**src/rtl/timed_playback_request_queue_macros.svh**
```systemverilog
// Assertion helpers shared by the RTL of the playback request queue.
`ifndef TIMED_PLAYBACK_REQUEST_QUEUE_MACROS_SVH
`define TIMED_PLAYBACK_REQUEST_QUEUE_MACROS_SVH

// The consequent must hold in the same cycle as the antecedent.
`define TPRQ_ASSERT_SAME(label, ante, cons, msg) \
    label: assert property (@(posedge clk) disable iff (!rst_n) (ante) |-> (cons)) \
        else $error(msg);

// The consequent must hold in the cycle after the antecedent.
`define TPRQ_ASSERT_NEXT(label, ante, cons, msg) \
    label: assert property (@(posedge clk) disable iff (!rst_n) (ante) |=> (cons)) \
        else $error(msg);

`endif

```
**src/rtl/tprq_pkg.sv**
```systemverilog
`timescale 1ns / 1ps

package tprq_pkg;

    localparam int CLIP_W  = 5;
    localparam int TIME_W  = 32;
    localparam int COUNT_W = 5;
    localparam int COUNT_MAX = 31;

    typedef struct packed {
        logic [1:0]        operation;
        logic [CLIP_W-1:0] clip_number;
        logic [TIME_W-1:0] now_ms;
    } req_item_t;

    typedef struct packed {
        logic [2:0]         status;
        logic               play_start;
        logic [CLIP_W-1:0]  play_clip;
        logic [COUNT_W-1:0] queued_count;
    } rsp_item_t;

    // Operation codes.
    localparam logic [1:0] OP_WARNING = 2'd0;
    localparam logic [1:0] OP_ALARM   = 2'd1;
    localparam logic [1:0] OP_SERVICE = 2'd2;

    // Result status codes.
    localparam logic [2:0] ST_QUEUED  = 3'd0;
    localparam logic [2:0] ST_FULL    = 3'd1;
    localparam logic [2:0] ST_INVALID = 3'd2;
    localparam logic [2:0] ST_RATE    = 3'd3;
    localparam logic [2:0] ST_STARTED = 3'd4;
    localparam logic [2:0] ST_PLAYING = 3'd5;
    localparam logic [2:0] ST_EMPTY   = 3'd6;

    // Register indexes on the configuration port.
    localparam logic [1:0] REG_PLAY_DURATION = 2'd0;
    localparam logic [1:0] REG_ALARM_REPEAT  = 2'd1;
    localparam logic [1:0] REG_MAX_TRACK     = 2'd2;
    localparam logic [1:0] REG_ALARM_TRACK   = 2'd3;

    localparam logic [TIME_W-1:0] PLAY_DURATION_RST = 32'd8000;
    localparam logic [TIME_W-1:0] ALARM_REPEAT_RST  = 32'd8000;
    localparam logic [CLIP_W-1:0] MAX_TRACK_RST     = 5'd20;
    localparam logic [CLIP_W-1:0] ALARM_TRACK_RST   = 5'd1;

endpackage

```
**src/rtl/tprq_ram.sv**
```systemverilog
`timescale 1ns / 1ps

module tprq_ram #(
    parameter int WIDTH = 5,
    parameter int DEPTH = 32
) (
    input  logic                     clk,
    input  logic                     we,
    input  logic [$clog2(DEPTH)-1:0] waddr,
    input  logic [WIDTH-1:0]         wdata,
    input  logic [$clog2(DEPTH)-1:0] raddr,
    output logic [WIDTH-1:0]         rdata
);

    logic [WIDTH-1:0] mem [DEPTH];

    // A read of the address being written returns the old contents.
    always_ff @(posedge clk)
    begin
        if (we)
        begin
            mem[waddr] <= wdata;
        end
        rdata <= mem[raddr];
    end

endmodule

```
**src/rtl/timed_playback_request_queue.sv**
```systemverilog
// Channel   | Direction | Handshake        | Payload
// request   | in        | req_valid/stall  | req_data (operation, clip_number, now_ms)
// response  | out       | rsp_valid/stall  | rsp_data (status, play_start, play_clip, count)
// config    | in        | APB write/read   | paddr[3:2] selects one of four registers
//
// One request is taken every cycle unless req_stall holds it; its response passes
// through the input register and then the result register around the logic before
// it is valid on the response channel.
// The clip ring is a RAM with a registered read port; a one-entry bypass covers
// a pop that follows directly on a push into an empty ring.
// Reset clears the ring pointers, the playing flag, both time stamps and restores
// the register defaults; the clip store itself is not cleared.
// A stalled response holds the result register; requests stall only once the
// input register is also occupied.
`timescale 1ns / 1ps
`include "timed_playback_request_queue_macros.svh"

module timed_playback_request_queue #(
    parameter int QUEUE_SLOTS = 32
) (
    input  logic                 clk,
    input  logic                 rst_n,

    input  logic                 req_valid,
    output logic                 req_stall,
    input  tprq_pkg::req_item_t  req_data,

    output logic                 rsp_valid,
    input  logic                 rsp_stall,
    output tprq_pkg::rsp_item_t  rsp_data,

    input  logic                 psel,
    input  logic                 penable,
    input  logic                 pwrite,
    input  logic [3:0]           paddr,
    input  logic [31:0]          pwdata,
    output logic [31:0]          prdata,
    output logic                 pready
);

    import tprq_pkg::*;

    localparam int PTR_W = $clog2(QUEUE_SLOTS);
    localparam int CW    = PTR_W + 5;
    localparam logic [PTR_W-1:0] LAST_SLOT = PTR_W'(QUEUE_SLOTS - 1);

    // Configuration registers.
    logic [TIME_W-1:0] play_duration_reg;
    logic [TIME_W-1:0] alarm_repeat_reg;
    logic [CLIP_W-1:0] max_track_reg;
    logic [CLIP_W-1:0] alarm_track_reg;

    // Pipeline registers.
    logic       proc_valid_reg;
    req_item_t  proc_item_reg;
    logic       rsp_valid_reg;
    rsp_item_t  rsp_item_reg;

    // Queue and timing state.
    logic [PTR_W-1:0]  read_slot_reg, read_slot_next;
    logic [PTR_W-1:0]  write_slot_reg, write_slot_next;
    logic              playing_reg;
    logic [TIME_W-1:0] play_start_reg;
    logic [TIME_W-1:0] last_alarm_reg;
    logic              bypass_reg, bypass_next;
    logic [CLIP_W-1:0] bypass_data_reg;

    logic              advance;
    logic              req_accept;
    logic              cfg_write;

    logic [PTR_W-1:0]  read_inc;
    logic [PTR_W-1:0]  write_inc;
    logic              ring_full;
    logic              ring_empty;
    logic              alarm_due;
    logic              still_playing;
    logic              clip_ok;
    logic [CLIP_W-1:0] head_clip;
    logic [CLIP_W-1:0] ram_rdata;

    logic              push_en;
    logic              pop_en;
    logic              alarm_take;
    logic              stop_play;
    logic [CLIP_W-1:0] push_clip;
    logic [2:0]        status;
    logic [CW-1:0]     depth_w;
    rsp_item_t         result;

    assign pready    = 1'b1;
    assign cfg_write = psel && penable && pwrite;

    assign advance    = proc_valid_reg && (!rsp_valid_reg || !rsp_stall);
    assign req_stall  = proc_valid_reg && !advance;
    assign req_accept = req_valid && !req_stall;

    assign rsp_valid = rsp_valid_reg;
    assign rsp_data  = rsp_item_reg;

    always_ff @(posedge clk or negedge rst_n)
    begin
        if (!rst_n)
        begin
            play_duration_reg <= PLAY_DURATION_RST;
            alarm_repeat_reg  <= ALARM_REPEAT_RST;
            max_track_reg     <= MAX_TRACK_RST;
            alarm_track_reg   <= ALARM_TRACK_RST;
        end
        else if (cfg_write)
        begin
            unique case (paddr[3:2])
                REG_PLAY_DURATION: play_duration_reg <= pwdata;
                REG_ALARM_REPEAT:  alarm_repeat_reg  <= pwdata;
                REG_MAX_TRACK:     max_track_reg     <= pwdata[CLIP_W-1:0];
                REG_ALARM_TRACK:   alarm_track_reg   <= pwdata[CLIP_W-1:0];
                default:           ;
            endcase
        end
    end

    always_comb
    begin
        unique case (paddr[3:2])
            REG_PLAY_DURATION: prdata = play_duration_reg;
            REG_ALARM_REPEAT:  prdata = alarm_repeat_reg;
            REG_MAX_TRACK:     prdata = 32'(max_track_reg);
            REG_ALARM_TRACK:   prdata = 32'(alarm_track_reg);
            default:           prdata = '0;
        endcase
    end

    // Ring bookkeeping for the request in the input register.
    assign read_inc   = (read_slot_reg == LAST_SLOT) ? '0 : read_slot_reg + 1'b1;
    assign write_inc  = (write_slot_reg == LAST_SLOT) ? '0 : write_slot_reg + 1'b1;
    assign ring_full  = (write_inc == read_slot_reg);
    assign ring_empty = (read_slot_reg == write_slot_reg);

    assign alarm_due     = (proc_item_reg.now_ms - last_alarm_reg) >= alarm_repeat_reg;
    assign still_playing = playing_reg
                           && ((proc_item_reg.now_ms - play_start_reg) < play_duration_reg);
    assign clip_ok       = (proc_item_reg.clip_number != '0)
                           && (proc_item_reg.clip_number <= max_track_reg);
    assign head_clip     = bypass_reg ? bypass_data_reg : ram_rdata;

    always_comb
    begin
        push_en    = 1'b0;
        pop_en     = 1'b0;
        alarm_take = 1'b0;
        stop_play  = 1'b0;
        push_clip  = proc_item_reg.clip_number;
        status     = ST_INVALID;
        case (proc_item_reg.operation)
            OP_WARNING:
            begin
                if (!clip_ok)
                begin
                    status = ST_INVALID;
                end
                else if (ring_full)
                begin
                    status = ST_FULL;
                end
                else
                begin
                    push_en = 1'b1;
                    status  = ST_QUEUED;
                end
            end
            OP_ALARM:
            begin
                push_clip = alarm_track_reg;
                if (!alarm_due)
                begin
                    status = ST_RATE;
                end
                else
                begin
                    // The alarm counts as taken even when the ring is full.
                    alarm_take = 1'b1;
                    if (ring_full)
                    begin
                        status = ST_FULL;
                    end
                    else
                    begin
                        push_en = 1'b1;
                        status  = ST_QUEUED;
                    end
                end
            end
            OP_SERVICE:
            begin
                if (still_playing)
                begin
                    status = ST_PLAYING;
                end
                else if (!ring_empty)
                begin
                    pop_en = 1'b1;
                    status = ST_STARTED;
                end
                else
                begin
                    stop_play = 1'b1;
                    status    = ST_EMPTY;
                end
            end
            default:
            begin
                status = ST_INVALID;
            end
        endcase
    end

    assign write_slot_next = (advance && push_en) ? write_inc : write_slot_reg;
    assign read_slot_next  = (advance && pop_en) ? read_inc : read_slot_reg;

    // A write landing on the address being read is forwarded while the RAM read still returns the old contents.
    assign bypass_next = advance && push_en && (write_slot_reg == read_slot_next);

    assign depth_w = CW'(write_slot_next)
                     + ((write_slot_next < read_slot_next) ? CW'(QUEUE_SLOTS) : '0)
                     - CW'(read_slot_next);

    always_comb
    begin
        result.status       = status;
        result.play_start   = pop_en;
        result.play_clip    = pop_en ? head_clip : '0;
        result.queued_count = (depth_w > CW'(COUNT_MAX)) ? COUNT_W'(COUNT_MAX)
                                                         : depth_w[COUNT_W-1:0];
    end

    tprq_ram #(
        .WIDTH (CLIP_W),
        .DEPTH (QUEUE_SLOTS)
    ) u_clip_ram (
        .clk   (clk),
        .we    (advance && push_en),
        .waddr (write_slot_reg),
        .wdata (push_clip),
        .raddr (read_slot_next),
        .rdata (ram_rdata)
    );

    always_ff @(posedge clk or negedge rst_n)
    begin
        if (!rst_n)
        begin
            proc_valid_reg <= 1'b0;
            rsp_valid_reg  <= 1'b0;
            read_slot_reg  <= '0;
            write_slot_reg <= '0;
            playing_reg    <= 1'b0;
            play_start_reg <= '0;
            last_alarm_reg <= '0;
            bypass_reg     <= 1'b0;
        end
        else
        begin
            if (req_accept)
            begin
                proc_valid_reg <= 1'b1;
            end
            else if (advance)
            begin
                proc_valid_reg <= 1'b0;
            end

            if (advance)
            begin
                rsp_valid_reg <= 1'b1;
            end
            else if (!rsp_stall)
            begin
                rsp_valid_reg <= 1'b0;
            end

            read_slot_reg  <= read_slot_next;
            write_slot_reg <= write_slot_next;
            bypass_reg     <= bypass_next;

            if (advance && alarm_take)
            begin
                last_alarm_reg <= proc_item_reg.now_ms;
            end
            if (advance && pop_en)
            begin
                playing_reg    <= 1'b1;
                play_start_reg <= proc_item_reg.now_ms;
            end
            else if (advance && stop_play)
            begin
                playing_reg <= 1'b0;
            end
        end
    end

    always_ff @(posedge clk)
    begin
        if (req_accept)
        begin
            proc_item_reg <= req_data;
        end
        if (advance)
        begin
            rsp_item_reg <= result;
        end
        bypass_data_reg <= push_clip;
    end

    `TPRQ_ASSERT_NEXT(a_push_not_empty, advance && push_en, read_slot_reg != write_slot_reg, "push left the ring empty")
    `TPRQ_ASSERT_SAME(a_pop_not_empty, advance && pop_en, !ring_empty, "pop from an empty ring")
    `TPRQ_ASSERT_NEXT(a_pop_plays, advance && pop_en, playing_reg, "started clip not flagged as playing")
    `TPRQ_ASSERT_SAME(a_bypass_slot, bypass_reg, read_slot_reg == $past(write_slot_reg), "bypass does not match the head slot")
    `TPRQ_ASSERT_NEXT(a_stall_holds, req_stall, proc_valid_reg && $stable(proc_item_reg), "held request changed")

endmodule
```
**config.mk**
```make
export PLATFORM = sky130hd
export DESIGN_NAME = timed_playback_request_queue
export DESIGN_NICKNAME = d
export VERILOG_FILES = /design/src/rtl/tprq_pkg.sv /design/src/rtl/tprq_ram.sv /design/src/rtl/timed_playback_request_queue.sv
export VERILOG_INCLUDE_DIRS = /design/src /design/src/rtl
export SDC_FILE = /design/constraint.sdc
export NUM_CORES = 1
export LEC_CHECK = 0
export BUFFER_PORTS_ARGS = -buffer_cell sky130_fd_sc_hd__buf_2
export CELL_PAD_IN_SITES_DETAIL_PLACEMENT = 1
export CELL_PAD_IN_SITES_GLOBAL_PLACEMENT = 1
export CORE_MARGIN = 10
export CORE_UTILIZATION = 53
export DETAILED_ROUTE_END_ITERATION = 10
export PLACE_DENSITY_LB_ADDON = 0.05
export SYNTH_ARGS = -nofsm -noshare
export SYNTH_HDL_FRONTEND = slang
export SYNTH_SLANG_ARGS = --single-unit
```
**constraint.sdc**
```tcl
create_clock -name clk -period 12.7 [get_ports clk]
set_input_delay 2.54 -clock clk [delete_from_list [all_inputs] [get_ports clk]]
set_output_delay 2.54 -clock clk [all_outputs]
set_load 0.005 [all_outputs]
```
After elaboration in Yosys (flattened, before gate mapping)
Memory sizes are Yosys's and may differ from the RTL's. A register that Yosys moved wholly into a read port is not among the register bits.
Index checks and enable logic that the tools add are counted.
{ "word_totals": {"in_bits": 82, "reg_bits": 210, "wordCells": 103, "output_inout_bits": 49, "ramBits": 160, "memories": 1} }
{ "memory_table": {"columns": ["name", "words", "width", "rd", "rd_clocked_by_memory_dff", "write_ports", "line_no", "text"], "rows": [
  ["u_clip_ram.mem", 32, 5, 1, 1, 1, "tprq_ram.sv:15", "logic [WIDTH-1:0] mem [DEPTH];"]
]} }
{ "op_classes": {"n_mux": 34, "eq_ne": 11, "order_cmp": 5, "addsub": 6, "n_reduce_logical": 26} }
{ "op_table": {"columns": ["operator", "count"], "rows": [
  ["$pmux 32 s4", 1],
  ["$sub 32x32->32", 2],
  ["$ge 32x32->1", 1],
  ["$lt 32x32->1", 1],
  ["$mux 5", 6],
  ["$mux 1", 20],
  ["$eq 5x5->1", 3],
  ["$logic_and 1x1->1", 12],
  ["$add 5x1->5 const B", 2],
  ["$eq 5x5->1 const B", 2],
  ["$gt 10x5->1 const B", 1],
  ["$pmux 3 s3", 1],
  ["$mux 2", 4],
  ["$reduce_and 2->1", 4],
  ["$sub 7x5->8", 1],
  ["$add 5x6->7", 1],
  ["$eq 2x2->1 const B", 3],
  ["$mux 6", 1],
  ["$le 5x5->1", 1],
  ["$lt 5x5->1", 1],
  ["$reduce_bool 5->1", 1],
  ["$eq 2x1->1 const B", 2],
  ["$logic_not 1->1", 4],
  ["$logic_not 2->1", 2],
  ["other kinds (4)", 5]
]} }

Depth between registers and ports, before layout
{ "logic_depth": {"depth_word": 13, "depth_mapped": 35, "depth_no_buf": 34} }

By module
From an unflattened synthesis, not the netlist that was laid out.
{ "hier_totals": {"cells_unflattened": 1675, "area_unflattened_um2": 19721.4} }
{ "modules_own_cells": {"columns": ["module", "n_inst", "seq_area_each_um2", "cells_per_inst", "area_each_um2"], "rows": [
  ["timed_playback_request_queue", 1, 5514.0, 1398, 13376.6],
  ["tprq_ram", 1, 4904.7, 277, 6344.8]
]} }

Worst setup path before layout
Ideal clock, no wire load.
{ "synth_path": {"path_kind": "register to register", "from": "register proc_item_reg[1] in the netlist's numbering", "to": "register rsp_item_reg, in the netlist rsp_data[4], data pin", "n_path_buf": 2, "slack_ps": 6192, "required_time_ps": 12440, "stages_incl_launch_ff": 30, "arrival_ps": 6248, "setup_time_ps": 260, "path_cell_list": "edfxtp_1 ha_1 nor2b_1 o31a_1 o41a_1 a41o_1 o41a_1 a31oi_1 o211ai_1 a31oi_1 o21ai_0 a21oi_1 xnor2_1 ha_1 nand3_1 or4_4 or2_1 o311a_1 buf_6 o21ai_4 nand2_2 buf_4 inv_1 ha_1 inv_1 fa_1 a21o_1 a21oi_1 xor2_1 nand2_1"} }
{ "synth_between": {"elab_chain_len": 12, "elab_cells_between_ends": 18} }
{ "synth_lines": {"columns": ["item", "line_no", "text"], "rows": [
  ["start, declared", "timed_playback_request_queue.sv:55", "req_item_t proc_item_reg;"],
  ["start signal, assigned", "timed_playback_request_queue.sv:305", "proc_item_reg <= req_data;"],
  ["$sub 32x32->32 (*)", "timed_playback_request_queue.sv:141", "&& ((proc_item_reg.now_ms - play_start_reg) < play_duration_reg);"],
  ["$lt 32x32->1 (*)", "timed_playback_request_queue.sv:141", null],
  ["$logic_and 1x1->1 (*)", "timed_playback_request_queue.sv:141", null],
  ["$mux 1 (*)", "timed_playback_request_queue.sv:195", "if (still_playing)"],
  ["$mux 1 (*)", "timed_playback_request_queue.sv:154", "case (proc_item_reg.operation)"],
  ["$logic_and 1x1->1 (*)", "timed_playback_request_queue.sv:218", "assign read_slot_next = (advance && pop_en) ? read_inc : read_slot_reg;"],
  ["$mux 5 (*)", "timed_playback_request_queue.sv:218", null],
  ["net read_slot_next[0]", "timed_playback_request_queue.sv:60", "logic [PTR_W-1:0] read_slot_reg, read_slot_next;"],
  ["$lt 5x5->1", "timed_playback_request_queue.sv:224", "+ ((write_slot_next < read_slot_next) ? CW'(QUEUE_SLOTS) : '0)"],
  ["$mux 6", "timed_playback_request_queue.sv:224", null],
  ["$add 5x6->7", "timed_playback_request_queue.sv:224", null],
  ["$sub 7x5->8 (*)", "timed_playback_request_queue.sv:225", "- CW'(read_slot_next);"],
  ["$gt 10x5->1", "timed_playback_request_queue.sv:232", "result.queued_count = (depth_w > CW'(COUNT_MAX)) ? COUNT_W'(COUNT_MAX)"],
  ["end signal, assigned", "timed_playback_request_queue.sv:309", "rsp_item_reg <= result;"],
  ["end, declared", "timed_playback_request_queue.sv:57", "rsp_item_t rsp_item_reg;"]
]} }
Mark *: on every way through the listed nets, which the timed path passes. The rest lies on a longest branch.
A chain may end at the register's enable or synchronous reset.

Final worst setup path
{ "layout_path": {"from": "register proc_item_reg[0] in the netlist's numbering", "to": "register rsp_item_reg, in the netlist rsp_data[0], data pin"} }
{ "layout_between": {"elab_cells_between_ends": 18} }
{ "layout_rtl": {"columns": ["item", "line_no", "text"], "rows": [
  ["$sub 32x32->32 (*)", "timed_playback_request_queue.sv:139", "assign alarm_due = (proc_item_reg.now_ms - last_alarm_reg) >= alarm_repeat_reg;"],
  ["$ge 32x32->1 (*)", "timed_playback_request_queue.sv:139", null],
  ["$mux 1 (*)", "timed_playback_request_queue.sv:174", "if (!alarm_due)"],
  ["$pmux 1 s2 (*)", "timed_playback_request_queue.sv:154", null],
  ["$logic_and 1x1->1 (*)", "timed_playback_request_queue.sv:217", "assign write_slot_next = (advance && push_en) ? write_inc : write_slot_reg;"],
  ["$mux 5 (*)", "timed_playback_request_queue.sv:217", null],
  ["net write_slot_next[1]", "timed_playback_request_queue.sv:61", "logic [PTR_W-1:0] write_slot_reg, write_slot_next;"],
  ["$lt 5x5->1", "timed_playback_request_queue.sv:224", null],
  ["$mux 6", "timed_playback_request_queue.sv:224", null],
  ["$add 5x6->7 (*)", "timed_playback_request_queue.sv:224", null],
  ["$sub 7x5->8 (*)", "timed_playback_request_queue.sv:225", null],
  ["$gt 10x5->1 (*)", "timed_playback_request_queue.sv:232", null]
]} }
Marks and branches as above.

==> results.json <==
{
  "grt_pass1_vias": 15300,
  "finalWirelength_um": 54100,
  "grt-ovfl-total": 0,
  "finalMaxSlewViolations": 0,
  "antenna_found_initial": 0,
  "maxCapViolCount": 0,
  "startpoint_type": "flip-flop",
  "grt_max_degree": 78,
  "yosysMostFrequentCell": "edfxtp_1",
  "areaGrowthSynthToFinish_pct": 12.4,
  "synth_commonest_cells": "edfxtp_1 (213), inv_1 (161), nand2_1 (149)",
  "syn_nets": 2006,
  "yosys.area.top_type": "edfxtp_1",
  "cp.required_ns": 13.12,
  "gp_congestion": 0.871,
  "relSlewSlack": 0.170,
  "fin_crit_ns": 8.86,
  "fmax_ghz": 0.113,
  "grt_usage": 0.235,
  "cp-end-kind": "flip-flop",
  "dp_cells": 2366,
  "io-pin-count": 131,
  "cts_tree": "built",
  "initialDrtViolationCount": 915,
  "nets": 2127,
  "ant_nets": 0,
  "largest_reg_flops": 160,
  "vias": 14300,
  "vias_per_cell": 5.83,
  "fin_cells": 2445,
  "root_buffer": "clkbuf_16",
  "multiInputGateArea_um2": 8810,
  "h-tree-depth": 2,
  "yosysUniqueCellTypes": 76,
  "clk_pin_slew_worst_paths_ns": 0.06,
  "outcome": "finished clean",
  "synth-edff-count": 213,
  "p_leak_nw": 9.73,
  "crit_path_max_incr_delay_ns": 0.77,
  "ctsResizeCount": 0,
  "synth_area_leaders": "edfxtp_1 (32%), dfrtp_1 (17%), ha_1 (8.9%)",
  "worst_path_most_repeated_cell": "a21o_1",
  "min_path_type": "reg -> reg",
  "yosysWarnings": 0,
  "rows": 71,
  "cts_buffers": 42,
  "syn_area_um2": 20100,
  "syn_inst": 1778,
  "fillers": 3965,
  "initial_core_util": 0.536,
  "synth-seq-cells": 375,
  "critPathKind": "reg -> reg",
  "ys.flop_type": "edfxtp_1",
  "clock_sinks": 375,
  "critPathMaxFanout": 39,
  "drc_errors": 0,
  "register_area_um2": 10400,
  "die-width_um": 215,
  "skew_ns": 0.0237,
  "post_drt_wl_per_cell_um": 22.1,
  "core_um2": 37500,
  "syn_avg_cell_area_um2": 11.3,
  "die_area_um2": 46100,
  "synth_top_area_frac": 0.318,
  "period_share": 0.697,
  "peakVddDrop_mv": 0.130,
  "drt_pass1_iterations": 5,
  "synth_seq_area_share": 0.519,
  "place_hpwl_um": 38700,
  "ys_async_sr_fraction": 0.405,
  "finalSetupViolations": 0,
  "tightest_slew_ns": 1.24,
  "layout-drive-gt1-share": 0.165,
  "rsz0062_at_grt": "no",
  "finalHoldViolCount": 0,
  "grt_pass1_wl_um": 86700,
  "critPathSlowestCell": "o41ai_1",
  "final.setup.tns_ns": 0,
  "p_per_area_nw_per_um2": 245,
  "cts_max_path_buffers": 3,
  "arrival_ns": 9.27,
  "ctsHoldBuffers": 0,
  "io_buffer_count": 127,
  "clkLatencyLatePin_ns": 0.58,
  "die_y_um": 215,
  "cts_setup_buffers": 0
}
## logic make-up after synthesis
group | Yosys count | synth area share
muxes | 163 | 0.0937
AOI/OAI and AO/OA | 366 | 0.118
buffers and inverters | 223 | 0.0438
DFF | 375 | 0.519
xor gates and xnor gates | 75 | 0.0327
adders and majority gates | 146 | 0.0921
other | 1 | 0.000187
and+or+nand+nor | 429 | 0.101
## through the flow
stage               worst slack, ns  hold WS [ns]  power, mW  area [um2]  utilization
finish                         3.84         0.501       5.53       22600        0.602
detailed placement             3.89         0.493       4.31       21200        0.566
CTS                            3.79         0.505       5.56       22600        0.602
floorplan                      6.19         0.454       3.60       20100            -
global route                   3.08         0.518       5.95       22600        0.602
global placement               4.09         0.476       4.20       21200        0.566
## worst paths after layout
path,start,to,slack (ns),cells past startpoint
worst max-delay path,proc_item_reg[0],rsp_data[0],3.84,32
worst min-delay path,last_alarm_reg[19],last_alarm_reg[19],0.50,1
worst max register to register,proc_item_reg[0],rsp_data[0],3.84,32
worst min register to register,last_alarm_reg[19],last_alarm_reg[19],0.50,1
max in group asynchronous,rst_n,last_alarm_reg[27],9.16,2
min in group asynchronous,rst_n,last_alarm_reg[1],1.98,1
## report_power, final
part	internal (mW)	switching, mW	total [mW]	leakage [nW]
combinational	1.11	1.53	2.65	5.20
clock	0.708	0.500	1.21	0.681
sequential	1.54	0.135	1.68	3.84
total	3.36	2.17	5.53	9.73
## cell usage in the layout (no fill, tap or decap), types with 18 or more instances in the layout
| cell type | count |
|---|---|
| a21o_1 | 50 |
| a21oi_1 | 52 |
| and3_1 | 49 |
| buf_2 | 126 |
| clkbuf_16 | 43 |
| dfrtp_1 | 137 |
| edfxtp_1 | 213 |
| ha_1 | 143 |
| inv_1 | 161 |
| mux2_2 | 70 |
| mux2i_1 | 80 |
| nand2_1 | 149 |
| nand3_1 | 43 |
| nor2_1 | 89 |
| nor3_1 | 29 |
| o21ai_0 | 134 |
| xnor2_1 | 57 |
| xor2_1 | 18 |
## metal layers
layer	part of all wire	track usage	up-vias
li1	-	-	6672
met1	0.45	0.314	7172
met2	0.48	0.390	341
met3	0.052	0.0423	69
met4	0.018	0.0525	0
met5	0	0	-
## cell type report
cell class / instances / share of cell area
antenna: 1 / 0.000111
clock buffer: 55 / 0.0514
clock inverter: 23 / 0.00915
inverter: 163 / 0.0271
multi-input combinational: 1180 / 0.391
sequential: 375 / 0.462
tap: 511 / 0.0283
timing repair buffer: 137 / 0.0318
## worst max-delay path, delay by kind of cell (launching register included)
family | cells | cell delay (ns)
xor+xnor | 1 | 0.15
buf+inv | 2 | 0.18
compound gates | 16 | 4.91
fa+ha+maj | 4 | 1.28
flops | 1 | 0.38
simple gates | 9 | 1.79
No activity file was read; power rests on OpenSTA's default activity.
